<file path="src/rtl/s1ptw_pkg.sv">
// Shared types, constants and helper functions for the stage-1 table walker.
// Used by the front end, the command queue, the back end and the top level.
package s1ptw_pkg;

  localparam logic [63:0] HIGH_REGION_BOUND = 64'h0FF0_0000_0000_0000;
  localparam logic [2:0] LAST_LEVEL = 3'd4;
  localparam int QUEUE_DEPTH = 2;

  localparam logic [1:0] GRANULE_IDENTITY = 2'd0;
  localparam logic [1:0] GRANULE_4K = 2'd2;

  localparam logic [1:0] OUT_READ = 2'd0;
  localparam logic [1:0] OUT_DONE = 2'd1;
  localparam logic [1:0] OUT_FAULT = 2'd2;

  localparam logic [2:0] CFG_MMU_ENABLE = 3'd0;
  localparam logic [2:0] CFG_LOW_SIZE = 3'd1;
  localparam logic [2:0] CFG_LOW_GRANULE = 3'd2;
  localparam logic [2:0] CFG_HIGH_SIZE = 3'd3;
  localparam logic [2:0] CFG_HIGH_GRANULE = 3'd4;
  localparam logic [2:0] CFG_LOW_BASE = 3'd5;
  localparam logic [2:0] CFG_HIGH_BASE = 3'd6;

  typedef enum logic [1:0] {
    CMD_PASS,
    CMD_FAULT,
    CMD_READ,
    CMD_LEAF
  } cmd_t;

  typedef struct packed {
    cmd_t        op;
    logic [63:0] value;
    logic [8:0]  index;
    logic [2:0]  level;
    logic [47:0] offset;
  } walk_cmd_t;

  function automatic logic [5:0] level_shift(input logic [2:0] level);
    logic [5:0] shift;
    case (level)
      3'd0: shift = 6'd48;
      3'd1: shift = 6'd39;
      3'd2: shift = 6'd30;
      3'd3: shift = 6'd21;
      default: shift = 6'd12;
    endcase
    return shift;
  endfunction

  function automatic logic [63:0] low_mask(input logic [2:0] level);
    return (64'd1 << level_shift(level)) - 64'd1;
  endfunction

endpackage

</file>
<file path="src/rtl/s1ptw_front.sv">
// Front end of the walker: configuration registers, walk state and item classification.
// Depends on s1ptw_pkg; pushes one command per result into the command queue.
module s1ptw_front
  import s1ptw_pkg::*;
(
  input  logic            clk,
  input  logic            rst,
  input  logic            cfg_write_enable,
  input  logic [2:0]      cfg_index,
  input  logic [47:0]     cfg_data,
  input  logic            req_valid,
  output logic            req_stall,
  input  logic            kind,
  input  logic [63:0]     virtual_address,
  input  logic [63:0]     descriptor,
  input  logic            queue_full,
  output logic            push,
  output walk_cmd_t       push_cmd
);

  logic        mmu_enable;
  logic [5:0]  low_region_size;
  logic [1:0]  low_region_granule;
  logic [5:0]  high_region_size;
  logic [1:0]  high_region_granule;
  logic [47:0] low_table_base;
  logic [47:0] high_table_base;

  logic        walk_busy;
  logic        walk_busy_next;
  logic [2:0]  walk_level;
  logic [2:0]  walk_level_next;
  logic [63:0] saved_address;
  logic [63:0] saved_address_next;

  logic        accept;
  logic        high_region;
  logic [5:0]  size;
  logic [1:0]  granule;
  logic [47:0] base;
  logic        start_ok;
  logic [2:0]  entry_level;
  logic [5:0]  start_shift;
  logic [6:0]  region_width;
  logic [3:0]  index_bits;
  logic [8:0]  start_index;
  logic [2:0]  next_level;
  logic [8:0]  next_index;
  logic [63:0] leaf_mask;

  assign req_stall = queue_full;
  assign accept = req_valid && !queue_full;

  always_comb begin
    high_region = virtual_address >= HIGH_REGION_BOUND;
    size = high_region ? high_region_size : low_region_size;
    granule = high_region ? high_region_granule : low_region_granule;
    base = high_region ? high_table_base : low_table_base;

    start_ok = 1'b1;
    entry_level = 3'd0;
    priority if (size >= 6'd12 && size <= 6'd15) begin
      entry_level = 3'd0;
    end else if (size >= 6'd16 && size <= 6'd24) begin
      entry_level = 3'd1;
    end else if (size >= 6'd25 && size <= 6'd33) begin
      entry_level = 3'd2;
    end else if (size >= 6'd34 && size <= 6'd42) begin
      entry_level = 3'd3;
    end else if (size >= 6'd43 && size <= 6'd48) begin
      entry_level = 3'd4;
    end else begin
      start_ok = 1'b0;
    end

    start_shift = level_shift(entry_level);
    region_width = 7'd64 - {1'b0, size};
    index_bits = 4'(region_width - {1'b0, start_shift});
    start_index = 9'(virtual_address >> start_shift) & ~(9'h1FF << index_bits);

    next_level = walk_level + 3'd1;
    next_index = 9'(saved_address >> level_shift(next_level));
    leaf_mask = low_mask(walk_level);

    walk_busy_next = walk_busy;
    walk_level_next = walk_level;
    saved_address_next = saved_address;
    push = 1'b0;
    push_cmd.op = CMD_FAULT;
    push_cmd.value = '0;
    push_cmd.index = '0;
    push_cmd.level = walk_level;
    push_cmd.offset = '0;

    if (accept) begin
      if (!kind) begin
        if (!walk_busy) begin
          push = 1'b1;
          if (!mmu_enable || (!high_region && granule == GRANULE_IDENTITY)) begin
            push_cmd.op = CMD_PASS;
            push_cmd.value = virtual_address;
          end else if (granule != GRANULE_4K || !start_ok) begin
            push_cmd.op = CMD_FAULT;
          end else begin
            walk_busy_next = 1'b1;
            walk_level_next = entry_level;
            saved_address_next = virtual_address;
            push_cmd.op = CMD_READ;
            push_cmd.value = {16'b0, base};
            push_cmd.index = start_index;
          end
        end
      end else if (walk_busy) begin
        push = 1'b1;
        if (!descriptor[0]) begin
          walk_busy_next = 1'b0;
          push_cmd.op = CMD_FAULT;
        end else if (walk_level == LAST_LEVEL || descriptor[1:0] == 2'b01) begin
          walk_busy_next = 1'b0;
          push_cmd.op = CMD_LEAF;
          push_cmd.value = descriptor;
          push_cmd.offset = saved_address[47:0] & leaf_mask[47:0];
        end else begin
          walk_level_next = next_level;
          push_cmd.op = CMD_READ;
          push_cmd.value = descriptor;
          push_cmd.index = next_index;
        end
      end
    end
  end

  always_ff @(posedge clk) begin
    if (rst) begin
      mmu_enable <= 1'b0;
      low_region_size <= '0;
      low_region_granule <= '0;
      high_region_size <= '0;
      high_region_granule <= '0;
      low_table_base <= '0;
      high_table_base <= '0;
      walk_busy <= 1'b0;
      walk_level <= '0;
    end else begin
      if (cfg_write_enable) begin
        case (cfg_index)
          CFG_MMU_ENABLE: mmu_enable <= cfg_data[0];
          CFG_LOW_SIZE: low_region_size <= cfg_data[5:0];
          CFG_LOW_GRANULE: low_region_granule <= cfg_data[1:0];
          CFG_HIGH_SIZE: high_region_size <= cfg_data[5:0];
          CFG_HIGH_GRANULE: high_region_granule <= cfg_data[1:0];
          CFG_LOW_BASE: low_table_base <= cfg_data;
          CFG_HIGH_BASE: high_table_base <= cfg_data;
          default: ;
        endcase
      end
      walk_busy <= walk_busy_next;
      walk_level <= walk_level_next;
    end
  end

  always_ff @(posedge clk) begin
    saved_address <= saved_address_next;
  end

  a_level_in_range: assert property (@(posedge clk) disable iff (rst)
    walk_busy |-> walk_level <= LAST_LEVEL)
    else $error("walk level beyond last level");

  a_idle_reply_dropped: assert property (@(posedge clk) disable iff (rst)
    accept && kind && !walk_busy |-> !push)
    else $error("reply while idle produced a command");

endmodule

</file>
<file path="src/rtl/s1ptw_queue.sv">
// Short command queue between the front end and the back end.
// Depends on s1ptw_pkg for the command type and the queue depth.
module s1ptw_queue
  import s1ptw_pkg::*;
(
  input  logic      clk,
  input  logic      rst,
  input  logic      push,
  input  walk_cmd_t push_cmd,
  output logic      full,
  output logic      empty,
  input  logic      pop,
  output walk_cmd_t pop_cmd
);

  localparam int PtrBits = (QUEUE_DEPTH > 1) ? $clog2(QUEUE_DEPTH) : 1;
  localparam int CountBits = $clog2(QUEUE_DEPTH + 1);
  localparam logic [PtrBits-1:0] LastSlot = PtrBits'(QUEUE_DEPTH - 1);

  walk_cmd_t            slots [QUEUE_DEPTH];
  logic [PtrBits-1:0]   write_ptr;
  logic [PtrBits-1:0]   read_ptr;
  logic [CountBits-1:0] count;

  assign full = count == CountBits'(QUEUE_DEPTH);
  assign empty = count == '0;
  assign pop_cmd = slots[read_ptr];

  always_ff @(posedge clk) begin
    if (rst) begin
      write_ptr <= '0;
      read_ptr <= '0;
      count <= '0;
    end else begin
      if (push) begin
        write_ptr <= (write_ptr == LastSlot) ? '0 : write_ptr + 1'b1;
      end
      if (pop) begin
        read_ptr <= (read_ptr == LastSlot) ? '0 : read_ptr + 1'b1;
      end
      if (push && !pop) begin
        count <= count + 1'b1;
      end else if (pop && !push) begin
        count <= count - 1'b1;
      end
    end
  end

  always_ff @(posedge clk) begin
    if (push) begin
      slots[write_ptr] <= push_cmd;
    end
  end

  a_no_overflow: assert property (@(posedge clk) disable iff (rst)
    push |-> !full)
    else $error("push into full command queue");

  a_no_underflow: assert property (@(posedge clk) disable iff (rst)
    pop |-> !empty)
    else $error("pop from empty command queue");

endmodule

</file>
<file path="src/rtl/s1ptw_back.sv">
// Back end of the walker: forms result addresses and holds the output register.
// Depends on s1ptw_pkg; takes commands from the command queue.
module s1ptw_back
  import s1ptw_pkg::*;
#(
  parameter int OUTPUT_ADDRESS_BITS = 48
) (
  input  logic        clk,
  input  logic        rst,
  input  logic        queue_empty,
  input  walk_cmd_t   cmd,
  output logic        pop,
  output logic        rsp_valid,
  input  logic        rsp_stall,
  output logic [1:0]  outcome,
  output logic [63:0] address
);

  localparam logic [63:0] OaMask = {{(64 - OUTPUT_ADDRESS_BITS){1'b0}},
                                    {OUTPUT_ADDRESS_BITS{1'b1}}};
  localparam logic [63:0] PageMask = 64'hFFF;

  logic [1:0]  outcome_next;
  logic [63:0] address_next;

  assign pop = !queue_empty && (!rsp_valid || !rsp_stall);

  always_comb begin
    unique case (cmd.op)
      CMD_PASS: begin
        outcome_next = OUT_DONE;
        address_next = cmd.value;
      end
      CMD_FAULT: begin
        outcome_next = OUT_FAULT;
        address_next = '0;
      end
      CMD_READ: begin
        outcome_next = OUT_READ;
        address_next = (cmd.value & OaMask & ~PageMask) | {52'b0, cmd.index, 3'b0};
      end
      CMD_LEAF: begin
        outcome_next = OUT_DONE;
        address_next = (cmd.value & OaMask & ~low_mask(cmd.level)) | {16'b0, cmd.offset};
      end
    endcase
  end

  always_ff @(posedge clk) begin
    if (rst) begin
      rsp_valid <= 1'b0;
    end else if (pop) begin
      rsp_valid <= 1'b1;
    end else if (!rsp_stall) begin
      rsp_valid <= 1'b0;
    end
  end

  always_ff @(posedge clk) begin
    if (pop) begin
      outcome <= outcome_next;
      address <= address_next;
    end
  end

  a_fault_zero_address: assert property (@(posedge clk) disable iff (rst)
    rsp_valid && outcome == OUT_FAULT |-> address == '0)
    else $error("fault result carries a nonzero address");

endmodule

</file>
<file path="src/rtl/stage1_page_table_walker_4k.sv">
// Top level of the stage-1 table walker with a 4 KB granule.
// Depends on s1ptw_pkg and instantiates s1ptw_front, s1ptw_queue and s1ptw_back.
//
// Requests (kind 0, virtual_address) and descriptor replies (kind 1, descriptor)
// share the req channel; each transfer gives at most one result on the rsp channel.
// A result is a descriptor read request, a finished physical address or a fault.
// The caller fetches each requested descriptor and returns it as a reply.
// A request that arrives during a walk, or a reply that arrives with no walk
// in progress, is dropped without a result.
// One item is accepted per cycle while req_stall is low; its result is written
// to the command queue, then to the output register that drives rsp_valid.
// The front end updates walk state in the cycle of the transfer and
// writes a command into a two-entry queue; the back end turns it into the
// registered result.
// While rsp_stall is high the result holds, the queue fills, and req_stall
// rises once the queue is full.
// Synchronous reset clears all configuration registers, ends any walk and
// empties the queue. The user must write configuration through cfg_write_enable,
// cfg_index and cfg_data only while no item is in flight; this is not enforced.
module stage1_page_table_walker_4k
  import s1ptw_pkg::*;
#(
  parameter int OUTPUT_ADDRESS_BITS = 48
) (
  input  logic        clk,
  input  logic        rst,
  input  logic        cfg_write_enable,
  input  logic [2:0]  cfg_index,
  input  logic [47:0] cfg_data,
  input  logic        req_valid,
  output logic        req_stall,
  input  logic        kind,
  input  logic [63:0] virtual_address,
  input  logic [63:0] descriptor,
  output logic        rsp_valid,
  input  logic        rsp_stall,
  output logic [1:0]  outcome,
  output logic [63:0] address
);

  logic      push;
  walk_cmd_t push_cmd;
  logic      queue_full;
  logic      queue_empty;
  logic      pop;
  walk_cmd_t pop_cmd;

  s1ptw_front u_front (
    .clk              (clk),
    .rst              (rst),
    .cfg_write_enable (cfg_write_enable),
    .cfg_index        (cfg_index),
    .cfg_data         (cfg_data),
    .req_valid        (req_valid),
    .req_stall        (req_stall),
    .kind             (kind),
    .virtual_address  (virtual_address),
    .descriptor       (descriptor),
    .queue_full       (queue_full),
    .push             (push),
    .push_cmd         (push_cmd)
  );

  s1ptw_queue u_queue (
    .clk      (clk),
    .rst      (rst),
    .push     (push),
    .push_cmd (push_cmd),
    .full     (queue_full),
    .empty    (queue_empty),
    .pop      (pop),
    .pop_cmd  (pop_cmd)
  );

  s1ptw_back #(
    .OUTPUT_ADDRESS_BITS (OUTPUT_ADDRESS_BITS)
  ) u_back (
    .clk         (clk),
    .rst         (rst),
    .queue_empty (queue_empty),
    .cmd         (pop_cmd),
    .pop         (pop),
    .rsp_valid   (rsp_valid),
    .rsp_stall   (rsp_stall),
    .outcome     (outcome),
    .address     (address)
  );

endmodule
</file>
<file path="config.mk">
export PLATFORM = sky130hd
export DESIGN_NAME = stage1_page_table_walker_4k
export DESIGN_NICKNAME = d
export VERILOG_FILES = /design/src/rtl/s1ptw_pkg.sv /design/src/rtl/s1ptw_front.sv /design/src/rtl/s1ptw_queue.sv /design/src/rtl/s1ptw_back.sv /design/src/rtl/stage1_page_table_walker_4k.sv
export SDC_FILE = /design/constraint.sdc
export NUM_CORES = 1
export LEC_CHECK = 0
export BUFFER_PORTS_ARGS = -buffer_cell sky130_fd_sc_hd__buf_4
export CORE_MARGIN = 5
export CORE_UTILIZATION = 55
export DETAILED_ROUTE_END_ITERATION = 10
export GPL_TIMING_DRIVEN = 0
export PLACE_DENSITY = 0.75
export SYNTH_ARGS = -nofsm -noshare
export SYNTH_HDL_FRONTEND = slang
export SYNTH_SLANG_ARGS = --single-unit
</file>
<file path="constraint.sdc">
create_clock -name clk -period 18.27 [get_ports clk]
set_input_delay 2.7405 -clock clk [delete_from_list [all_inputs] [get_ports clk]]
set_output_delay 2.7405 -clock clk [all_outputs]
set_load 0.05 [all_outputs]
</file>
# Word-level counts from Yosys, hierarchy flattened
# Memory sizes are Yosys's and may differ from the RTL's. A register that Yosys moved wholly into a read port is not among the register bits.
# Cells that the tools add are included.
[classes]
n_addsub = 9
magnitude_cmp = 11
n_eq_ne = 32
shifts = 5
muxes = 65
n_bitwise = 11
reduce_logical = 42
[op_table]
columns = ["cell", "n"]
rows = [
  ["75-bit two-way mux", 4],
  ["48-bit two-way mux", 6],
  ["64-bit case mux with 4 select lines", 1],
  ["64-bit by 6-bit right shift with 9-bit output", 2],
  ["6-bit case mux with 4 select lines", 4],
  ["73-bit two-way mux", 1],
  ["66-bit two-way mux", 1],
  ["65-bit two-way mux", 1],
  ["48-bit by 64-bit bitwise AND with 64-bit output", 1],
  ["64-bit by 60-bit greater-or-equal comparator with 1-bit output (second input constant)", 1],
  ["64-bit inverter", 1],
  ["64-bit by 48-bit bitwise OR with 64-bit output", 1],
  ["1-bit by 6-bit << shifter with 64-bit output (first input constant)", 1],
  ["64-bit by 1-bit subtractor with 64-bit output (second input constant)", 1],
  ["57-bit two-way mux", 1],
  ["48-bit bitwise AND", 1],
  ["48-bit by 12-bit bitwise OR with 48-bit output", 1],
  ["1-bit by 6-bit << shifter with 48-bit output (first input constant)", 1],
  ["48-bit by 1-bit subtractor with 48-bit output (second input constant)", 1],
  ["3-bit two-way mux", 12],
  ["3-bit by 2-bit == test with 1-bit output (second input constant)", 10],
  ["1-bit two-way mux", 24],
  ["6-bit <= comparator (second input constant)", 3],
  ["9-bit two-way mux", 2],
  ["34 further kinds", 93],
]
[word_totals]
reg_bits = 252
mem_bits_rw = 252
inputBits = 185
output_inout_bits = 68
word_cells = 192
memories = 1
[memory_table]
columns = ["memory", "depth", "width", "rd", "rd_ports_with_merged_regs", "write_ports", "line_no", "text"]
rows = [
  ["u_queue.slots", 2, 126, 1, 1, 1, "s1ptw_queue.sv:20", "walk_cmd_t slots [QUEUE_DEPTH];"],
]

# Longest topological paths before layout
[depth]
depth_word = 20
ltp_mapped = 19
depth_no_buf = 17

# Hierarchy
# Synthesis repeated with hierarchy kept, for this count alone.
[unflattened]
cells_unflattened = 2092
hier_area_um2 = 24681.2
[modules_own_cells]
columns = ["module", "n_inst", "cells_each", "area_each_um2", "seq_area_each_um2"]
rows = [
  ["s1ptw_front", 1, 1475, 12295.5, 4264.1],
  ["s1ptw_queue", 1, 414, 9449.1, 7667.4],
  ["s1ptw_back", 1, 203, 2936.6, 2001.9],
]

# Worst setup path before layout
# OpenSTA, ideal clock, no wires.
[synth_timing]
kind = "input -> register"
start = "in kind"
end = "mem u_queue.slots[0][0] (netlist bit), enable pin"
setup_ns = 0.628
arrival_time_ns = 9.183
t_required_ns = 17.642
setup_slack_ns = 8.459
cell_stages = 5
path_buffers = 2
path_cell_list = "clkbuf_1 or2_2 clkbuf_1 a21oi_1 nor2b_1"
[synth_between]
elab_chain_cells = 4
[synth_rtl]
columns = ["item", "line_no", "text"]
rows = [
  ["start: declaration", "stage1_page_table_walker_4k.sv:32", "input logic kind,"],
  ["1-bit two-way mux", "s1ptw_front.sv:96", "if (!kind) begin"],
  ["1-bit two-way mux", "s1ptw_front.sv:95", "if (accept) begin"],
  ["via push", "stage1_page_table_walker_4k.sv:41", "logic push;"],
  ["1-bit two-way mux", "s1ptw_queue.sv:50", "if (push) begin"],
  ["1-bit two-way mux (implied by the code)", "s1ptw_queue.sv:51", "slots[write_ptr] <= push_cmd;"],
  ["end: declaration", "s1ptw_queue.sv:20", ""],
]
# The timed path passes the listed nets, and every way through them passes these cells.

==> results.toml <==
[outcome]
status = "complete, no violations"

[global_routing]
overflow = 0
first_global_vias = 19391
grt_antenna_before_repair = 5
grt_pass1_wl_mm = 125
track_usage = 0.338
grt_max_degree = 67

[yosys]
syn_area_per_cell_um2 = 11.4
synth-async-reset-ratio = 0
seq_area_frac_synth = 0.560
ys_top_cells_by_area = "edfxtp_1 (46%), mux2i_1 (10%), dfxtp_1 (9.9%)"
yosysMostFrequentCell = "edfxtp_1"
synth_top_area_cell = "edfxtp_1"
yosysUniqueCellTypes = 88
synthesis.area_mm2 = 0.0249
ys_ff_latch = 505
synth-edff-count = 382
syn_inst = 2187
synthFlopType = "edfxtp_1"
yosysTopAreaCellShare = 0.461
synth.top_cells.by_count = "edfxtp_1 (382), nand2_1 (337), mux2i_1 (255)"
ys_warn_count = 0

[power_and_ir_drop]
powerDensity_mw_per_mm2 = 121
leakage_nw = 11.0
peakVddDrop_mv = 0.106

[routing]
vias = 19887
routed_wl_mm = 87.1
vias_per_cell = 6.31
drc_errors = 0
firstDrtPassIters = 5
antenna_left = 0
wire_per_inst_um = 27.6
drt-initial-drc-count = 2351

[min_path]
min_path_type = "reg -> reg"
worstHoldPathCells = 2

[placement]
place_ws_ns = 10.46
portBuffers = 250
place.gp.congestion = 1.02
hpwl_mm = 66.1
place_inst = 3053

[clock_network]
hold_buffers = 0
clkSinkCount = 505
cts_setup_buffers = 0
post_cts_resized = 0
cts_tree = "yes"
htreeDepth = 2
insertion_delay_ns = 0.60
clkSlewWorstSetupHoldPaths_ns = 0.06
clockBufferDepth = 3
root_buffer = "clkbuf_16"
cts_buffers = 51

[floorplan]
dieHeight_um = 223
die_area_mm2 = 0.0496
start_util = 0.552
die_w_um = 223
io_pins = 253
rows = 78
core_area_mm2 = 0.0451

[timing]
setup_viol = 0
slew_violations = 0
fin_skew_ns = 0.0226
slew_headroom = 0.104
min_period_ns = 7.28
finalWorstSetupSlack_ns = 10.99
fmax_mhz = 137
tightest_slew_ns = 1.34
finalCritPeriodShare = 0.398
hold_viol = 0
rsz0062_at_grt = "false"
fin_setup_tns_ns = 0

[critical_path]
path_delay_family = "buffers and inverters"
crit_chain = "buf_4, nand4_1, o21ai_2, buf_6, buf_6, mux2i_1, inv_2, buf_1, ha_1, inv_1, ha_1, inv_1, fa_1, xnor2_1, xnor2_2, xnor2_2, nand2_1, nand2_1, or4_1, a31oi_1"
worstPathRequired_ns = 18.61
startpoint_type = "primary input"
cp.depth = 20
crit_end = "u_queue.slots[1][54]"
path_buf_inv = 7
critPathLaunch = "virtual_address[53]"
reg2reg_to = "u_back.address[40]"
crit_type = "in -> reg"
cp-end-kind = "flip-flop"
rr_worst_depth = 13
reg2reg_slack_ns = 12.63
cpMaxStageDelayCell = "or4_1"
cp_max_fo = 10
cp.arrival_ns = 7.62
cpPeakStageDelay_ns = 0.53

[finish]
drive_above_1_share = 0.181
final_util = 0.652
fill_cells = 3506
finalNonFillerCells = 3152
area_growth_pct = 18.2
final_net_count = 2710

[flow_run]
cap_violations = 0
flip-flops by register name (all words and copies together), names as in the netlist, named ones only:
register,cells
u_back.rsp_valid,1
u_front.high_region_granule,2
u_front.high_region_size,6
u_queue.count,2
u_back.outcome,2
u_front.low_region_size,6
u_front.walk_level,3
u_queue.read_ptr,1
u_front.low_table_base,48
u_front.low_region_granule,2
u_front.walk_busy,1
u_queue.write_ptr,1
u_queue.slots,252
u_front.mmu_enable,1
u_back.address,64
u_front.high_table_base,48
u_front.saved_address,64
worst min-delay path by stage:
| stage | startpoint | endpoint |
|---|---|---|
| after floorplan | u_front.walk_level[2] | u_queue.slots[0][50] |
| after global placement | u_front.walk_level[2] | u_queue.slots[0][50] |
| after detailed placement | u_front.low_table_base[26] | u_front.low_table_base[26] |
| after CTS | u_front.low_table_base[26] | u_front.low_table_base[26] |
| after global routing | u_front.high_table_base[29] | u_front.high_table_base[29] |
| final | u_front.low_table_base[24] | u_front.low_table_base[24] |
cell families after synthesis:
logic type | after synthesis | share of synthesized area
simple gates | 711 | 0.129
flops | 505 | 0.560
compound gates | 444 | 0.114
mux | 315 | 0.150
buf+inv | 183 | 0.0324
fa+ha+maj | 19 | 0.00986
xor+xnor | 9 | 0.00377
other cells | 1 | 0.000151
cell type report:
cell class | instances | area [um^2] | area share
Sequential cell | 505 | 13900 | 0.474
Clock inverter | 28 | 249 | 0.00847
Inverter | 21 | 81.3 | 0.00277
Clock buffer | 67 | 1380 | 0.0469
Tap cell | 600 | 751 | 0.0255
Multi-Input combinational cell | 1502 | 10200 | 0.346
Buffer | 162 | 728 | 0.0248
Antenna cell | 4 | 10.0 | 0.000341
Timing Repair Buffer | 263 | 2100 | 0.0714
through the flow:
step | total power [W] | hold WS, ns | cell area (um^2)
finish | 0.00357 | 0.452 | 29400
CTS | 0.00357 | 0.454 | 29400
detailed placement | 0.00256 | 0.446 | 27800
global placement | 0.00254 | 0.437 | 27500
global route | 0.00368 | 0.473 | 29400
floorplan | 0.00216 | 0.420 | 24900
worst min-delay path, stage by stage, from the launching register on:
cell,delay [ns]
dfxtp_1,0.30
nand2_1,0.05
a21oi_1,0.05
layer usage:
| metal | vias to the layer above | global-route usage | wire [um] |
|---|---|---|---|
| li1 | 8757 | - | - |
| met1 | 9748 | 0.446 | 33600 |
| met2 | 1159 | 0.547 | 41100 |
| met3 | 219 | 0.0731 | 8410 |
| met4 | 4 | 0.138 | 3950 |
| met5 | - | 0 | 24 |
placed cells by master (no fill, tap or decap), types with 43 or more instances in the layout:
cell,Yosys,final
nand2_1,337,337
dfxtp_1,123,123
clkbuf_1,103,116
buf_4,6,257
clkbuf_16,0,52
nand3_1,43,43
a2bb2oi_1,47,47
o21ai_0,48,48
edfxtp_1,382,382
nor2_1,170,170
a21oi_1,186,186
mux4_2,44,44
mux2i_1,255,255
where the power goes:
| group | switching (W) | internal, W |
|---|---|---|
| registers | 0.0000374 | 0.00140 |
| logic | 0.000759 | 0.000352 |
| clock network | 0.000434 | 0.000588 |
| total | 0.00123 | 0.00234 |
Note: power is estimated with default switching activity, not from simulation.
